[config.mk]
export PLATFORM = sky130hd
export DESIGN_NAME = tilt_complementary_filter_flat
export DESIGN_NICKNAME = d
export VERILOG_FILES = /design/src/rtl/core/tcf_pkg.sv /design/src/rtl/core/tcf_if.sv /design/src/rtl/core/tcf_cordic.sv /design/src/rtl/core/tcf_filter.sv /design/src/rtl/core/tilt_complementary_filter.sv /design/src/flat_wrapper.sv
export SDC_FILE = /design/constraint.sdc
export NUM_CORES = 2
export LEC_CHECK = 0
export ABC_CLOCK_PERIOD_IN_PS = 13400
export BUFFER_PORTS_ARGS = -buffer_cell sky130_fd_sc_hd__buf_2
export CORE_MARGIN = 1.5
export CORE_UTILIZATION = 55
export DETAILED_ROUTE_END_ITERATION = 8
export MAX_ROUTING_LAYER = met4
export PLACE_DENSITY = 0.74
export RECOVER_POWER = 25
export REMOVE_ABC_BUFFERS = 1
export SLEW_MARGIN = 5
export SYNTH_ARGS = -nofsm -noshare
export SYNTH_HDL_FRONTEND = slang
export SYNTH_SLANG_ARGS = --single-unit
export TNS_END_PERCENT = 100
[constraint.sdc]
create_clock -name clk -period 13.4 [get_ports clk]
set_clock_uncertainty 0.2 [all_clocks]
set_input_delay 1.34 -clock clk [delete_from_list [all_inputs] [get_ports clk]]
set_output_delay 1.34 -clock clk [all_outputs]
set_load 0.03 [all_outputs]
[src/rtl/core/tcf_pkg.sv]
`timescale 1ns / 1ps
`default_nettype none

package tcf_pkg;

  // sample and result widths
  localparam int SAMPLE_WIDTH = 16;
  localparam int DATA_W       = 16;
  localparam int COEF_W       = 15;
  localparam int STATE_W      = 32;

  // cordic sizing
  localparam int CORDIC_STEPS = 16;
  localparam int STEP_W       = $clog2(CORDIC_STEPS);
  localparam int ATAN_DEPTH   = 24;
  localparam int ATAN_AW      = $clog2(ATAN_DEPTH);
  localparam int CORDIC_W     = SAMPLE_WIDTH + 4;
  localparam int ANGLE_W      = 24;
  localparam int HALF_PI_Q20  = 1647099;

  // configuration register indexes
  localparam int CFG_IDX_W = 2;
  localparam logic [CFG_IDX_W-1:0] REG_BLEND = 2'd0;
  localparam logic [CFG_IDX_W-1:0] REG_GAIN  = 2'd1;
  localparam logic [CFG_IDX_W-1:0] REG_SPEED = 2'd2;

  // register reset values
  localparam logic [COEF_W-1:0] BLEND_RESET = 15'd32440;
  localparam logic [COEF_W-1:0] GAIN_RESET  = 15'd130;
  localparam logic [COEF_W-1:0] SPEED_RESET = 15'd31457;

  // arctangent of 2^-i at 2^-20 rad, rounded
  localparam logic [20:0] ATAN_Q20 [ATAN_DEPTH] = '{
    21'd823550, 21'd486170, 21'd256879, 21'd130396, 21'd65451, 21'd32757,
    21'd16383,  21'd8192,   21'd4096,   21'd2048,   21'd1024,  21'd512,
    21'd256,    21'd128,    21'd64,     21'd32,     21'd16,    21'd8,
    21'd4,      21'd2,      21'd1,      21'd0,      21'd0,     21'd0
  };

  // filter coefficients shared with the datapath
  typedef struct packed {
    logic [COEF_W-1:0] blend;
    logic [COEF_W-1:0] gain;
    logic [COEF_W-1:0] speed;
  } tcf_coef_t;

endpackage

`default_nettype wire

[src/rtl/core/tcf_if.sv]
`timescale 1ns / 1ps
`default_nettype none

// imu sample channel
interface tcf_sample_if;
  logic                                     valid;
  logic                                     ready;
  logic signed [tcf_pkg::SAMPLE_WIDTH-1:0]  accel_gravity;
  logic signed [tcf_pkg::SAMPLE_WIDTH-1:0]  accel_down;
  logic signed [tcf_pkg::DATA_W-1:0]        rot_rate;

  modport source (output valid, accel_gravity, accel_down, rot_rate, input ready);
  modport sink   (input valid, accel_gravity, accel_down, rot_rate, output ready);
endinterface

// fused angle channel
interface tcf_result_if;
  logic                               valid;
  logic                               ready;
  logic signed [tcf_pkg::DATA_W-1:0]  tilt_angle;
  logic signed [tcf_pkg::DATA_W-1:0]  filtered_rate;

  modport source (output valid, tilt_angle, filtered_rate, input ready);
  modport sink   (input valid, tilt_angle, filtered_rate, output ready);
endinterface

`default_nettype wire

[src/rtl/core/tcf_cordic.sv]
`timescale 1ns / 1ps
`default_nettype none

module tcf_cordic (
  input  wire logic                                    clk,
  input  wire logic                                    rst,
  input  wire logic                                    start,
  input  wire logic signed [tcf_pkg::SAMPLE_WIDTH-1:0] gravity,
  input  wire logic signed [tcf_pkg::SAMPLE_WIDTH-1:0] down,
  output logic                                         done,
  output logic signed [tcf_pkg::DATA_W-1:0]            tilt
);

  localparam int CW = tcf_pkg::CORDIC_W;
  localparam int ZW = tcf_pkg::ANGLE_W;
  localparam logic [tcf_pkg::STEP_W-1:0] LAST_STEP =
    tcf_pkg::STEP_W'(tcf_pkg::CORDIC_STEPS - 1);
  localparam logic signed [ZW-1:0] HALF_PI = signed'(ZW'(tcf_pkg::HALF_PI_Q20));
  localparam logic signed [ZW-1:0] Z_HALF  = signed'(ZW'(128));

  logic                             busy;
  logic [tcf_pkg::STEP_W-1:0]       step;
  logic signed [CW-1:0]             x;
  logic signed [CW-1:0]             y;
  logic signed [ZW-1:0]             z;
  logic                             zero_vec;

  logic signed [CW-1:0]             x0;
  logic signed [CW-1:0]             y0;
  logic signed [CW-1:0]             dx;
  logic signed [CW-1:0]             dy;
  logic signed [ZW-1:0]             atan_step;
  logic signed [ZW-1:0]             z_rnd;

  // vector is (-down, gravity)
  assign x0 = -CW'(down);
  assign y0 = CW'(gravity);

  // shared shift-add unit, one micro-rotation per cycle
  assign dx        = y >>> step;
  assign dy        = x >>> step;
  assign atan_step = signed'(ZW'(tcf_pkg::ATAN_Q20[tcf_pkg::ATAN_AW'(step)]));

  // round to q3.12 and negate
  assign z_rnd = (z + Z_HALF) >>> 8;
  assign tilt  = zero_vec ? '0 : -tcf_pkg::DATA_W'(z_rnd);

  // iteration control
  always_ff @(posedge clk) begin
    if (rst) begin
      busy <= 1'b0;
      step <= '0;
      done <= 1'b0;
    end else begin
      done <= 1'b0;
      if (start) begin
        busy <= 1'b1;
        step <= '0;
      end else if (busy) begin
        if (step == LAST_STEP) begin
          busy <= 1'b0;
          done <= 1'b1;
        end else begin
          step <= step + 1'b1;
        end
      end
    end
  end

  // vector and angle datapath
  always_ff @(posedge clk) begin
    if (start) begin
      zero_vec <= (x0 == '0) && (y0 == '0);
      if (x0[CW-1]) begin
        // left half plane: turn by a quarter first
        if (!y0[CW-1]) begin
          x <= y0;
          y <= -x0;
          z <= HALF_PI;
        end else begin
          x <= -y0;
          y <= x0;
          z <= -HALF_PI;
        end
      end else begin
        x <= x0;
        y <= y0;
        z <= '0;
      end
    end else if (busy) begin
      if (!y[CW-1]) begin
        x <= x + dx;
        y <= y - dy;
        z <= z + atan_step;
      end else begin
        x <= x - dx;
        y <= y + dy;
        z <= z - atan_step;
      end
    end
  end

endmodule

`default_nettype wire

[src/rtl/core/tcf_filter.sv]
`timescale 1ns / 1ps
`default_nettype none

module tcf_filter (
  input  wire logic                               clk,
  input  wire logic                               rst,
  input  wire logic                               start,
  input  wire logic signed [tcf_pkg::DATA_W-1:0]  tilt,
  input  wire logic signed [tcf_pkg::DATA_W-1:0]  rate,
  input  wire tcf_pkg::tcf_coef_t                 coef,
  output logic                                    done,
  output logic signed [tcf_pkg::DATA_W-1:0]       angle,
  output logic signed [tcf_pkg::DATA_W-1:0]       speed
);

  localparam int SW    = tcf_pkg::STATE_W;
  localparam int DW    = tcf_pkg::DATA_W;
  localparam int CF_W  = tcf_pkg::COEF_W + 2;
  localparam int ACC_W = 48;
  localparam int PRD_W = CF_W + SW;
  localparam int SUM_W = SW + 2;

  localparam logic signed [ACC_W-1:0] ACC_HALF = signed'(ACC_W'(16384));
  localparam logic signed [ACC_W-1:0] ST_MAX   = signed'(ACC_W'(2147483647));
  localparam logic signed [ACC_W-1:0] ST_MIN   = -ST_MAX - signed'(ACC_W'(1));
  localparam logic signed [SUM_W-1:0] OUT_MAX  = signed'(SUM_W'(32767));
  localparam logic signed [SUM_W-1:0] OUT_MIN  = -signed'(SUM_W'(32768));
  localparam logic [CF_W-1:0]         COEF_ONE = CF_W'(32768);

  // filter select codes
  localparam logic [1:0] FILT_ACCEL = 2'd0;
  localparam logic [1:0] FILT_GYRO  = 2'd1;
  localparam logic [1:0] FILT_RATE  = 2'd2;

  typedef enum logic [4:0] {
    F_IDLE  = 5'b00001,
    F_MULS  = 5'b00010,
    F_MULD  = 5'b00100,
    F_WRITE = 5'b01000,
    F_OUT   = 5'b10000
  } fstate_t;

  fstate_t                   fstate;
  logic [1:0]                sel;
  logic signed [SW-1:0]      st_accel;
  logic signed [SW-1:0]      st_gyro;
  logic signed [SW-1:0]      st_rate;
  logic signed [ACC_W-1:0]   acc;
  logic signed [DW-1:0]      tilt_r;
  logic signed [DW-1:0]      rate_r;

  logic signed [SW-1:0]      s_cur;
  logic [tcf_pkg::COEF_W-1:0] pole_cur;
  logic [CF_W-1:0]           drive_coef;
  logic signed [DW-1:0]      drive_in;
  logic signed [CF_W-1:0]    mul_a;
  logic signed [SW-1:0]      mul_b;
  logic signed [PRD_W-1:0]   prod;
  logic signed [ACC_W-1:0]   prod_w;
  logic signed [ACC_W-1:0]   drive_term;
  logic signed [ACC_W-1:0]   acc_rnd;
  logic signed [SW-1:0]      st_new;
  logic signed [SUM_W-1:0]   ang_sum;
  logic signed [SUM_W-1:0]   spd_sum;

  // operand selection for the current filter
  always_comb begin
    case (sel)
      FILT_ACCEL: begin
        s_cur      = st_accel;
        pole_cur   = coef.blend;
        drive_coef = COEF_ONE - CF_W'(coef.blend);
        drive_in   = tilt_r;
      end
      FILT_GYRO: begin
        s_cur      = st_gyro;
        pole_cur   = coef.blend;
        drive_coef = CF_W'(coef.gain);
        drive_in   = rate_r;
      end
      default: begin
        s_cur      = st_rate;
        pole_cur   = coef.speed;
        drive_coef = COEF_ONE - CF_W'(coef.speed);
        drive_in   = rate_r;
      end
    endcase
  end

  // shared multiplier: pole times state, then coefficient times drive
  assign mul_a  = (fstate == F_MULS) ? signed'(CF_W'(pole_cur)) : signed'(drive_coef);
  assign mul_b  = (fstate == F_MULS) ? s_cur : SW'(drive_in);
  assign prod   = mul_a * mul_b;
  assign prod_w = signed'(prod[ACC_W-1:0]);
  // angle drive is aligned by 2^12, rate drive by 2^13
  assign drive_term = (sel == FILT_ACCEL) ? (prod_w <<< 12) : (prod_w <<< 13);

  // round half up and clamp to 32 bits
  assign acc_rnd = (acc + ACC_HALF) >>> 15;
  always_comb begin
    if (acc_rnd > ST_MAX) begin
      st_new = SW'(ST_MAX);
    end else if (acc_rnd < ST_MIN) begin
      st_new = SW'(ST_MIN);
    end else begin
      st_new = SW'(acc_rnd);
    end
  end

  // output rounding
  assign ang_sum = (SUM_W'(st_accel) + SUM_W'(st_gyro) + signed'(SUM_W'(2048))) >>> 12;
  assign spd_sum = (SUM_W'(st_rate) + signed'(SUM_W'(4096))) >>> 13;

  // sequencer
  always_ff @(posedge clk) begin
    if (rst) begin
      fstate   <= F_IDLE;
      sel      <= FILT_ACCEL;
      done     <= 1'b0;
      st_accel <= '0;
      st_gyro  <= '0;
      st_rate  <= '0;
    end else begin
      done <= 1'b0;
      unique case (fstate)
        F_IDLE: begin
          if (start) begin
            sel    <= FILT_ACCEL;
            fstate <= F_MULS;
          end
        end
        F_MULS: begin
          fstate <= F_MULD;
        end
        F_MULD: begin
          fstate <= F_WRITE;
        end
        F_WRITE: begin
          case (sel)
            FILT_ACCEL: st_accel <= st_new;
            FILT_GYRO:  st_gyro  <= st_new;
            default:    st_rate  <= st_new;
          endcase
          if (sel == FILT_RATE) begin
            fstate <= F_OUT;
          end else begin
            sel    <= sel + 1'b1;
            fstate <= F_MULS;
          end
        end
        F_OUT: begin
          done   <= 1'b1;
          fstate <= F_IDLE;
        end
        default: begin
          fstate <= F_IDLE;
        end
      endcase
    end
  end

  // datapath registers
  always_ff @(posedge clk) begin
    if (start && (fstate == F_IDLE)) begin
      tilt_r <= tilt;
      rate_r <= rate;
    end
    if (fstate == F_MULS) begin
      acc <= prod_w;
    end else if (fstate == F_MULD) begin
      acc <= acc + drive_term;
    end
    if (fstate == F_OUT) begin
      if (ang_sum > OUT_MAX) begin
        angle <= DW'(OUT_MAX);
      end else if (ang_sum < OUT_MIN) begin
        angle <= DW'(OUT_MIN);
      end else begin
        angle <= DW'(ang_sum);
      end
      if (spd_sum > OUT_MAX) begin
        speed <= DW'(OUT_MAX);
      end else if (spd_sum < OUT_MIN) begin
        speed <= DW'(OUT_MIN);
      end else begin
        speed <= DW'(spd_sum);
      end
    end
  end

endmodule

`default_nettype wire

[src/rtl/core/tilt_complementary_filter.sv]
`timescale 1ns / 1ps
`default_nettype none

// channel   dir  payload                                  handshake
// sample    in   accel_gravity, accel_down, rot_rate      valid / ready
// result    out  tilt_angle, filtered_rate                valid / ready
// cfg       in   cfg_index, cfg_data                      cfg_we
//
// a word goes from acceptance to a valid result through 16 cordic
// micro-rotations on one shift-add unit, then 3 filters, each a multiply,
// multiply and write on one shared 17x32 multiplier, plus load and output.
// the next sample is accepted once the result is in the output register.
// reset is synchronous and restores the default coefficients and clears
// all filter state; a stalled result holds the core until it can be stored.

module tilt_complementary_filter (
  input  wire logic                              clk,
  input  wire logic                              rst,
  tcf_sample_if.sink                             sample,
  tcf_result_if.source                           result,
  input  wire logic                              cfg_we,
  input  wire logic [tcf_pkg::CFG_IDX_W-1:0]     cfg_index,
  input  wire logic [tcf_pkg::COEF_W-1:0]        cfg_data
);

  typedef enum logic [3:0] {
    ST_IDLE   = 4'b0001,
    ST_CORDIC = 4'b0010,
    ST_FILTER = 4'b0100,
    ST_HOLD   = 4'b1000
  } state_t;

  state_t                                state;
  tcf_pkg::tcf_coef_t                    coef;
  logic signed [tcf_pkg::DATA_W-1:0]     rate_r;

  logic                                  accept;
  logic                                  cordic_done;
  logic signed [tcf_pkg::DATA_W-1:0]     cordic_tilt;
  logic                                  filt_done;
  logic signed [tcf_pkg::DATA_W-1:0]     filt_angle;
  logic signed [tcf_pkg::DATA_W-1:0]     filt_speed;
  logic                                  out_free;
  logic                                  out_load;

  assign sample.ready = (state == ST_IDLE);
  assign accept       = sample.valid && sample.ready;
  assign out_free     = !result.valid || result.ready;
  assign out_load     = out_free && (filt_done || (state == ST_HOLD));

  // configuration registers
  always_ff @(posedge clk) begin
    if (rst) begin
      coef.blend <= tcf_pkg::BLEND_RESET;
      coef.gain  <= tcf_pkg::GAIN_RESET;
      coef.speed <= tcf_pkg::SPEED_RESET;
    end else if (cfg_we) begin
      unique case (cfg_index)
        tcf_pkg::REG_BLEND: coef.blend <= cfg_data;
        tcf_pkg::REG_GAIN:  coef.gain  <= cfg_data;
        tcf_pkg::REG_SPEED: coef.speed <= cfg_data;
        default: ;
      endcase
    end
  end

  // hold the gyro rate for the filter pass
  always_ff @(posedge clk) begin
    if (accept) begin
      rate_r <= sample.rot_rate;
    end
  end

  tcf_cordic u_cordic (
    .clk     (clk),
    .rst     (rst),
    .start   (accept),
    .gravity (sample.accel_gravity),
    .down    (sample.accel_down),
    .done    (cordic_done),
    .tilt    (cordic_tilt)
  );

  tcf_filter u_filter (
    .clk   (clk),
    .rst   (rst),
    .start (cordic_done),
    .tilt  (cordic_tilt),
    .rate  (rate_r),
    .coef  (coef),
    .done  (filt_done),
    .angle (filt_angle),
    .speed (filt_speed)
  );

  // sequencer
  always_ff @(posedge clk) begin
    if (rst) begin
      state <= ST_IDLE;
    end else begin
      unique case (state)
        ST_IDLE: begin
          if (accept) begin
            state <= ST_CORDIC;
          end
        end
        ST_CORDIC: begin
          if (cordic_done) begin
            state <= ST_FILTER;
          end
        end
        ST_FILTER: begin
          if (filt_done) begin
            state <= out_free ? ST_IDLE : ST_HOLD;
          end
        end
        ST_HOLD: begin
          if (out_free) begin
            state <= ST_IDLE;
          end
        end
        default: begin
          state <= ST_IDLE;
        end
      endcase
    end
  end

  // output register
  always_ff @(posedge clk) begin
    if (rst) begin
      result.valid <= 1'b0;
    end else if (out_load) begin
      result.valid <= 1'b1;
    end else if (result.ready) begin
      result.valid <= 1'b0;
    end
  end

  always_ff @(posedge clk) begin
    if (out_load) begin
      result.tilt_angle    <= filt_angle;
      result.filtered_rate <= filt_speed;
    end
  end

  // checks
  assert property (@(posedge clk) disable iff (rst) accept |=> !sample.ready)
    else $error("sample taken while core busy");

  assert property (@(posedge clk) disable iff (rst) cordic_done |-> state == ST_CORDIC)
    else $error("cordic finished outside its phase");

  assert property (@(posedge clk) disable iff (rst) filt_done |-> state == ST_FILTER)
    else $error("filter finished outside its phase");

  assert property (@(posedge clk) disable iff (rst) (state == ST_HOLD) |-> result.valid)
    else $error("result held while output register empty");

endmodule

`default_nettype wire
[src/flat_wrapper.sv]
// flat-port wrapper written by rule: the top's interface ports become plain ports
module tilt_complementary_filter_flat 
  (clk, rst, cfg_we, cfg_index, cfg_data, sample_valid, sample_accel_gravity, sample_accel_down, sample_rot_rate, sample_ready, result_valid, result_tilt_angle, result_filtered_rate, result_ready);
  tcf_sample_if sample_i ();
  tcf_result_if result_i ();
  input  wire logic clk;
  input  wire logic rst;
  input  wire logic cfg_we;
  input  wire logic [tcf_pkg::CFG_IDX_W-1:0] cfg_index;
  input  wire logic [tcf_pkg::COEF_W-1:0] cfg_data;
  input wire logic [$bits(sample_i.valid)-1:0] sample_valid;
  input wire logic [$bits(sample_i.accel_gravity)-1:0] sample_accel_gravity;
  input wire logic [$bits(sample_i.accel_down)-1:0] sample_accel_down;
  input wire logic [$bits(sample_i.rot_rate)-1:0] sample_rot_rate;
  output wire logic [$bits(sample_i.ready)-1:0] sample_ready;
  output wire logic [$bits(result_i.valid)-1:0] result_valid;
  output wire logic [$bits(result_i.tilt_angle)-1:0] result_tilt_angle;
  output wire logic [$bits(result_i.filtered_rate)-1:0] result_filtered_rate;
  input wire logic [$bits(result_i.ready)-1:0] result_ready;
  assign sample_i.valid = sample_valid;
  assign sample_i.accel_gravity = sample_accel_gravity;
  assign sample_i.accel_down = sample_accel_down;
  assign sample_i.rot_rate = sample_rot_rate;
  assign sample_ready = sample_i.ready;
  assign result_valid = result_i.valid;
  assign result_tilt_angle = result_i.tilt_angle;
  assign result_filtered_rate = result_i.filtered_rate;
  assign result_i.ready = result_ready;
  tilt_complementary_filter u_core (.clk(clk), .rst(rst), .sample(sample_i), .result(result_i), .cfg_we(cfg_we), .cfg_index(cfg_index), .cfg_data(cfg_data));
endmodule
Word-level counts from Yosys, hierarchy flattened. Memories as Yosys holds them, arrays and structs flattened. Index checks and enable logic that the tools add are counted.

Memories kept: 1. Output and inout bits: 34. Memory bits (read-only): 672. Flip-flop bits (word level): 385.

Memory list: (no name shown) (words 32, width 21, rd ports 1, clocked after Yosys merged registers in 0, write ports 0, line tcf_cordic.sv:42) `assign atan_step = signed'(ZW'(tcf_pkg::ATAN_Q20[tcf_pkg::ATAN_AW'(step)]));`.

$lt $le $gt $ge: 7. Bitwise gates (word level): 4. Reductions and logical operators: 27. Muxes and demuxes: 49. Shifts and indexed selects: 2. Equality and inequality tests: 20. Multiply operators: 1. $add $sub $neg: 20.

Operator list (count): two-way mux 20 bit (10); two-way mux 48 bit (3); two-way mux 24 bit (5); two-way mux 32 bit (3); case mux 32 bit (2 select lines) (1); adder 48 x 16 -> 48 bit, second input constant (1); adder 48 bit (1); multiplier 17 x 32 -> 48 bit (1); two-way mux 16 bit (3); two-way mux 21 bit (2); adder 20 bit (2); zero test 20 bit (2); negator 16 -> 20 bit (2); >>> shifter 20 x 4 -> 20 bit (2); subtractor 20 bit (2); adder 33 x 13 -> 34 bit, second input constant (1); case mux 17 bit (2 select lines) (1); subtractor 16 x 15 -> 17 bit, first input constant (2); adder 32 x 14 -> 33 bit, second input constant (1); adder 32 x 32 -> 33 bit (1); greater-than comparator 33 x 32 -> 1 bit, second input constant (1); less-than comparator 33 x 32 -> 1 bit, second input constant (1); adder 24 x 22 -> 24 bit (1); adder 24 x 9 -> 24 bit, second input constant (1); other kinds (44) (80).

Depth between registers and ports, before layout.
Word-level depth: 9. Depth in mapped cells: 54.

Modules after synthesis. A second synthesis with hierarchy kept.

Cells, all modules: 5417. Area, all modules: 46499.6 um2.

By module, submodules not included: tcf_filter (cells each 3793, sequential area each 5084.9 um2, area an instance 32052.0 um2, instances 1); tcf_cordic (cells each 1354, sequential area each 2072.0 um2, area an instance 11070.6 um2, instances 1); tilt_complementary_filter (cells each 270, sequential area each 2442.3 um2, area an instance 3377.0 um2, instances 1).

Least setup slack after synthesis. OpenSTA, ideal clock, no wires.

Path kind: register to register. Start: register u_core.u_filter.sel[0]. End: register u_core.u_filter.acc[47], data pin. Slack: 1719 ps. Period minus slack after synthesis: 11681 ps. Required time: 12932 ps. Cell stages (with the launch flop): 54. Data arrival time: 11213 ps. Path buffers: 6. Cells stage by stage: dfxtp_1 > inv_1 > ha_1 > buf_2 > buf_2 > buf_1 > clkbuf_1 > buf_2 > mux2i_1 > ha_1 > o221ai_1 > nor2_1 > nand2_1 > nor2_1 > xor2_1 > nand2_1 > o21ai_0 > o211ai_1 > [18 not listed] > and2_1 > a21oi_1 > nor2b_1 > o21a_1 > nor2_1 > xnor2_1 > inv_1 > mux2i_1 > ha_1 > a21o_1 > or2_2 > a2111oi_0 > nor4_1 > o41a_1 > nand3_1 > nand2_1 > xnor2_1 > mux2i_1.

Cells in the longest elaborated chain, start to end: 9.

Ends and longest elaborated chain: start, declared (line tcf_filter.sv:44) `logic [1:0] sel;`; start signal, assigned (line tcf_filter.sv:147) `sel <= sel + 1'b1;`; equality test 2 x 1 -> 1 bit / zero test 2 bit (equally long branches) (line tcf_filter.sv:68, tcf_filter.sv:96); OR reduction 2 bit (no source line); two-way mux 15 bit (line tcf_filter.sv:68) `case (sel)`; two-way mux 17 bit (line tcf_filter.sv:91) `assign mul_a = (fstate == F_MULS) ? signed'(CF_W'(pole_cur)) : signed'(drive_coef);`; multiplier 17 x 32 -> 48 bit (line tcf_filter.sv:93) `assign prod = mul_a * mul_b;`; two-way mux 48 bit (line tcf_filter.sv:96) `assign drive_term = (sel == FILT_ACCEL) ? (prod_w <<< 12) : (prod_w <<< 13);`; adder 48 bit (line tcf_filter.sv:171) `acc <= acc + drive_term;`; two-way mux 48 bit (line tcf_filter.sv:170) `end else if (fstate == F_MULD) begin`; two-way mux 48 bit * (line tcf_filter.sv:168) `if (fstate == F_MULS) begin`; end signal, assigned (line tcf_filter.sv:169) `acc <= prod_w;`; end signal, assigned (line tcf_filter.sv:171); end, declared (line tcf_filter.sv:48) `logic signed [ACC_W-1:0] acc;`.

Every way passes the cells marked *; elsewhere a longest branch is shown, timed or not. The select of a mux whose other input is x is not followed. A chain may end at the register's enable or synchronous reset.

Final worst setup path. Ends and elaborated chain as after synthesis.

==> flow_summary_export.csv <==
group,metric,value,unit
power_and_ir_drop,power_density,268.9,nW/um2
timing,slew_headroom,-0.9411,
die,die_area,84800,um2
clock_tree,ctsLongestPathBuffers,3,
power_and_ir_drop,power,13.07,mW
clock_tree,holdBufCountCts,0,
final_layout,mostFrequentLayoutCell,"nand2_1",
hold_path,hold_path.class,"flop to flop",
worst_setup_path,startpoint_type,"flop",
synth,ys_warn_count,0,
global_routing,top_usage_layer,"met2",
timing,finalCritPeriodShare,0.9297,
final_layout,layout_common_cells,"nand2_1 (741), inv_1 (662), fa_1 (488)",
timing,worst_pin_slew,2.912,ns
die,fp.dieH,291.2,um
synth,syn_inst,5312,
final_layout,drive_gt1_frac,0.07658,
timing,whs,0.2191,ns
worst_setup_path,cp.required,13.48,ns
die,initial_core_util,0.5564,
final_layout,utilization,0.5922,
routing,wl_per_cell,19.42,um
synth,yosysTopAreaCellShare,0.2138,
clock_tree,clk_pin_slew,0.06,ns
hold_path,hold_path.startpoint,"u_core.u_filter.speed[8]",
global_routing,grt_max_degree,78,
worst_setup_path,cp-end-kind,"flop",
timing,rsz0062_at_grt,"false",
worst_setup_path,reg2reg_slack,0.94,ns
synth,synth-seq-cells,373,
synth,syn_area,45690,um2
global_routing,grt_pass1_wl,199.8,mm
final_layout,multi_input_area,32690,um2
synth,yosysTopAreaCell,"fa_1",
synth,synth_edf_count,213,
synth,synthFlopType,"edfxtp_1",
clock_tree,cts_tree,"done",
power_and_ir_drop,power.leakage,21.54,nW
timing,final-setup-viol-count,0,
clock_tree,cts-resized-gates,0,
routing,first_pass_iters,8,
die,chipWidth,291.2,um
run,cap_violations,5,
clock_tree,cts_buffers,42,
worst_setup_path,crit_family,"adder cells",
placement,portBuffers,103,
worst_setup_path,cp_max_fo,35,
timing,drv_slew,194,
global_routing,globalRouteMet2Util,0.4898,
final_layout,fill_cells,7150,
timing,hold_viol,0,
routing,viasPerCell,5.871,
global_routing,gr-usage-met3,0.04497,
run_status,outcome,"finished with violations",
synth,syn_area_per_cell,8.601,um2
routing,vias,37500,
routing,totalWireLength,124.0,mm
synth,seq_area_frac_synth,0.2101,
global_routing,overflow,0,
routing,ant_nets,0,
synth,synthTopCellsByArea,"fa_1 (21%), edfxtp_1 (14%), ha_1 (8.2%), dfxtp_1 (7.0%), nand2_1 (6.1%)",
die,ios,104,
run_status,failed_checks,"capacitance limit, slew limit",
worst_setup_path,crit_type,"flop to flop",
power_and_ir_drop,irDropWorstVdd,0.3304,mV
clock_tree,post_cts_buffers,0,
die,row_count,105,
clock_tree,cts.sinks,373,
worst_setup_path,slowest_stage,"ha_2",
worst_setup_path,startpoint,"u_core.u_filter.sel[0]",
global_routing,use_met1,0.3966,
timing,period_minus_slack,12.46,ns
worst_setup_path,critical_path.max_stage_delay,0.80,ns
timing,max_freq,80.27,MHz
worst_setup_path,path_buf_inv,7,
final_layout,syn_to_final_growth,6.430,%
synth,synth_cell_type_count,99,
clock_tree,cts_root_buf,"clkbuf_16",
routing,drt_iter0_drc,3051,
placement,place_congestion,0.9666,
clock_tree,clock_latency,0.60,ns
final_layout,nNetsFinal,6139,
routing,drcViolationCount,0,
worst_setup_path,arrival,12.54,ns
die,coreArea,82110,um2
final_layout,regArea,9604,um2
global_routing,grt_pass1_vias,36720,
worst_setup_path,crit_path_frequent_cell,"inv_1",
synth,ys_async_sr_fraction,0,
global_routing,antenna_found_initial,0,
placement,hpwlAfterDp,94.60,mm
clock_tree,htreeDepth,2,
worst_setup_path,r2r-start,"u_core.u_filter.sel[0]",
global_routing,grt_usage,0.3044,
Yosys cell counts, types with 6 or more instances:
master,number
a211o_1,16
a211oi_1,44
a21o_1,65
a21oi_1,384
a31o_1,10
a31o_2,10
a31oi_1,38
and2_1,111
and3_1,48
buf_1,25
buf_2,26
clkbuf_1,202
dfxtp_1,160
edfxtp_1,213
fa_1,488
ha_1,299
inv_1,663
mux2_2,38
mux2i_1,83
mux4_2,32
nand2_1,741
nand2b_1,40
nand3_1,80
nand3b_1,24
nand4_1,18
nor2_1,392
nor2b_1,94
nor3_1,66
nor3b_1,10
nor4_1,9
o211ai_1,38
o21a_1,30
o21ai_0,264
o21ai_1,17
o21bai_1,24
o22ai_1,6
o31ai_1,20
o41ai_1,8
or2_2,21
or3_1,23
xnor2_1,167
xor2_1,150
power by group:
group	switching [mW]	internal, mW	total [mW]
logic	5.80	4.26	10.1
clock network	0.513	0.660	1.17
registers	0.160	1.69	1.85
flip-flops by register name, summed over array words and instances (netlist names), 20 cells and up:
signal / cells
u_core.coef: 45
u_core.u_cordic.x: 20
u_core.u_cordic.y: 20
u_core.u_cordic.z: 24
u_core.u_filter.acc: 36
u_core.u_filter.st_accel: 32
u_core.u_filter.st_gyro: 32
u_core.u_filter.st_rate: 32
final timing paths:
| check | end | cells after the start |
|---|---|---|
| hold reg to reg | u_core.result.filtered_rate[8] | 0 |
| setup / recovery | u_core.u_filter.acc[47] | 46 |
| hold / removal | u_core.result.filtered_rate[8] | 0 |
| setup reg to reg | u_core.u_filter.acc[47] | 46 |
per-layer routing:
metal	up-vias	share of wire
li1	17540	-
met1	18350	0.41
met2	1355	0.48
met3	251	0.075
met4	0	0.033
met5	-	0
stage by stage:
step	instance area [um2]	worst slack, ns	setup TNS [ns]	std cells
after CTS	48650	1.011	0	6385
after global routing	48620	0.3215	0	6385
after detailed placement	47270	1.097	0	6308
final	48620	0.9418	0	6386
after floorplan	44640	-1.065	-5.534	5054
after global placement	47270	1.474	0	6308
logic make-up (layout without fill, tap and decap cells):
| kind of cell | count (synthesis) | in the layout | synth area share |
|---|---|---|---|
| XOR/XNOR | 317 | 317 | 0.06077 |
| AND/OR/NAND/NOR | 1715 | 1715 | 0.1726 |
| flip-flops | 373 | 373 | 0.2101 |
| other | 0 | 1 | 0 |
| multiplexers | 159 | 159 | 0.04620 |
| adder cells (fa/ha/maj) | 788 | 788 | 0.2959 |
| AO/OA/AOI/OAI | 1037 | 1037 | 0.1369 |
| buffers and inverters | 923 | 926 | 0.07748 |
final cells by class:
| class | count | area share |
|---|---|---|
| diodes | 1 | 0.00005146 |
| repair buffers | 184 | 0.02285 |
| well taps | 1070 | 0.02753 |
| flip-flops and latches | 373 | 0.1975 |
| multi-input cells | 4016 | 0.6723 |
| clock inverters | 26 | 0.005429 |
| inverters | 665 | 0.05134 |
| clock buffers | 51 | 0.02295 |
Power figures use the tool's default switching activity.
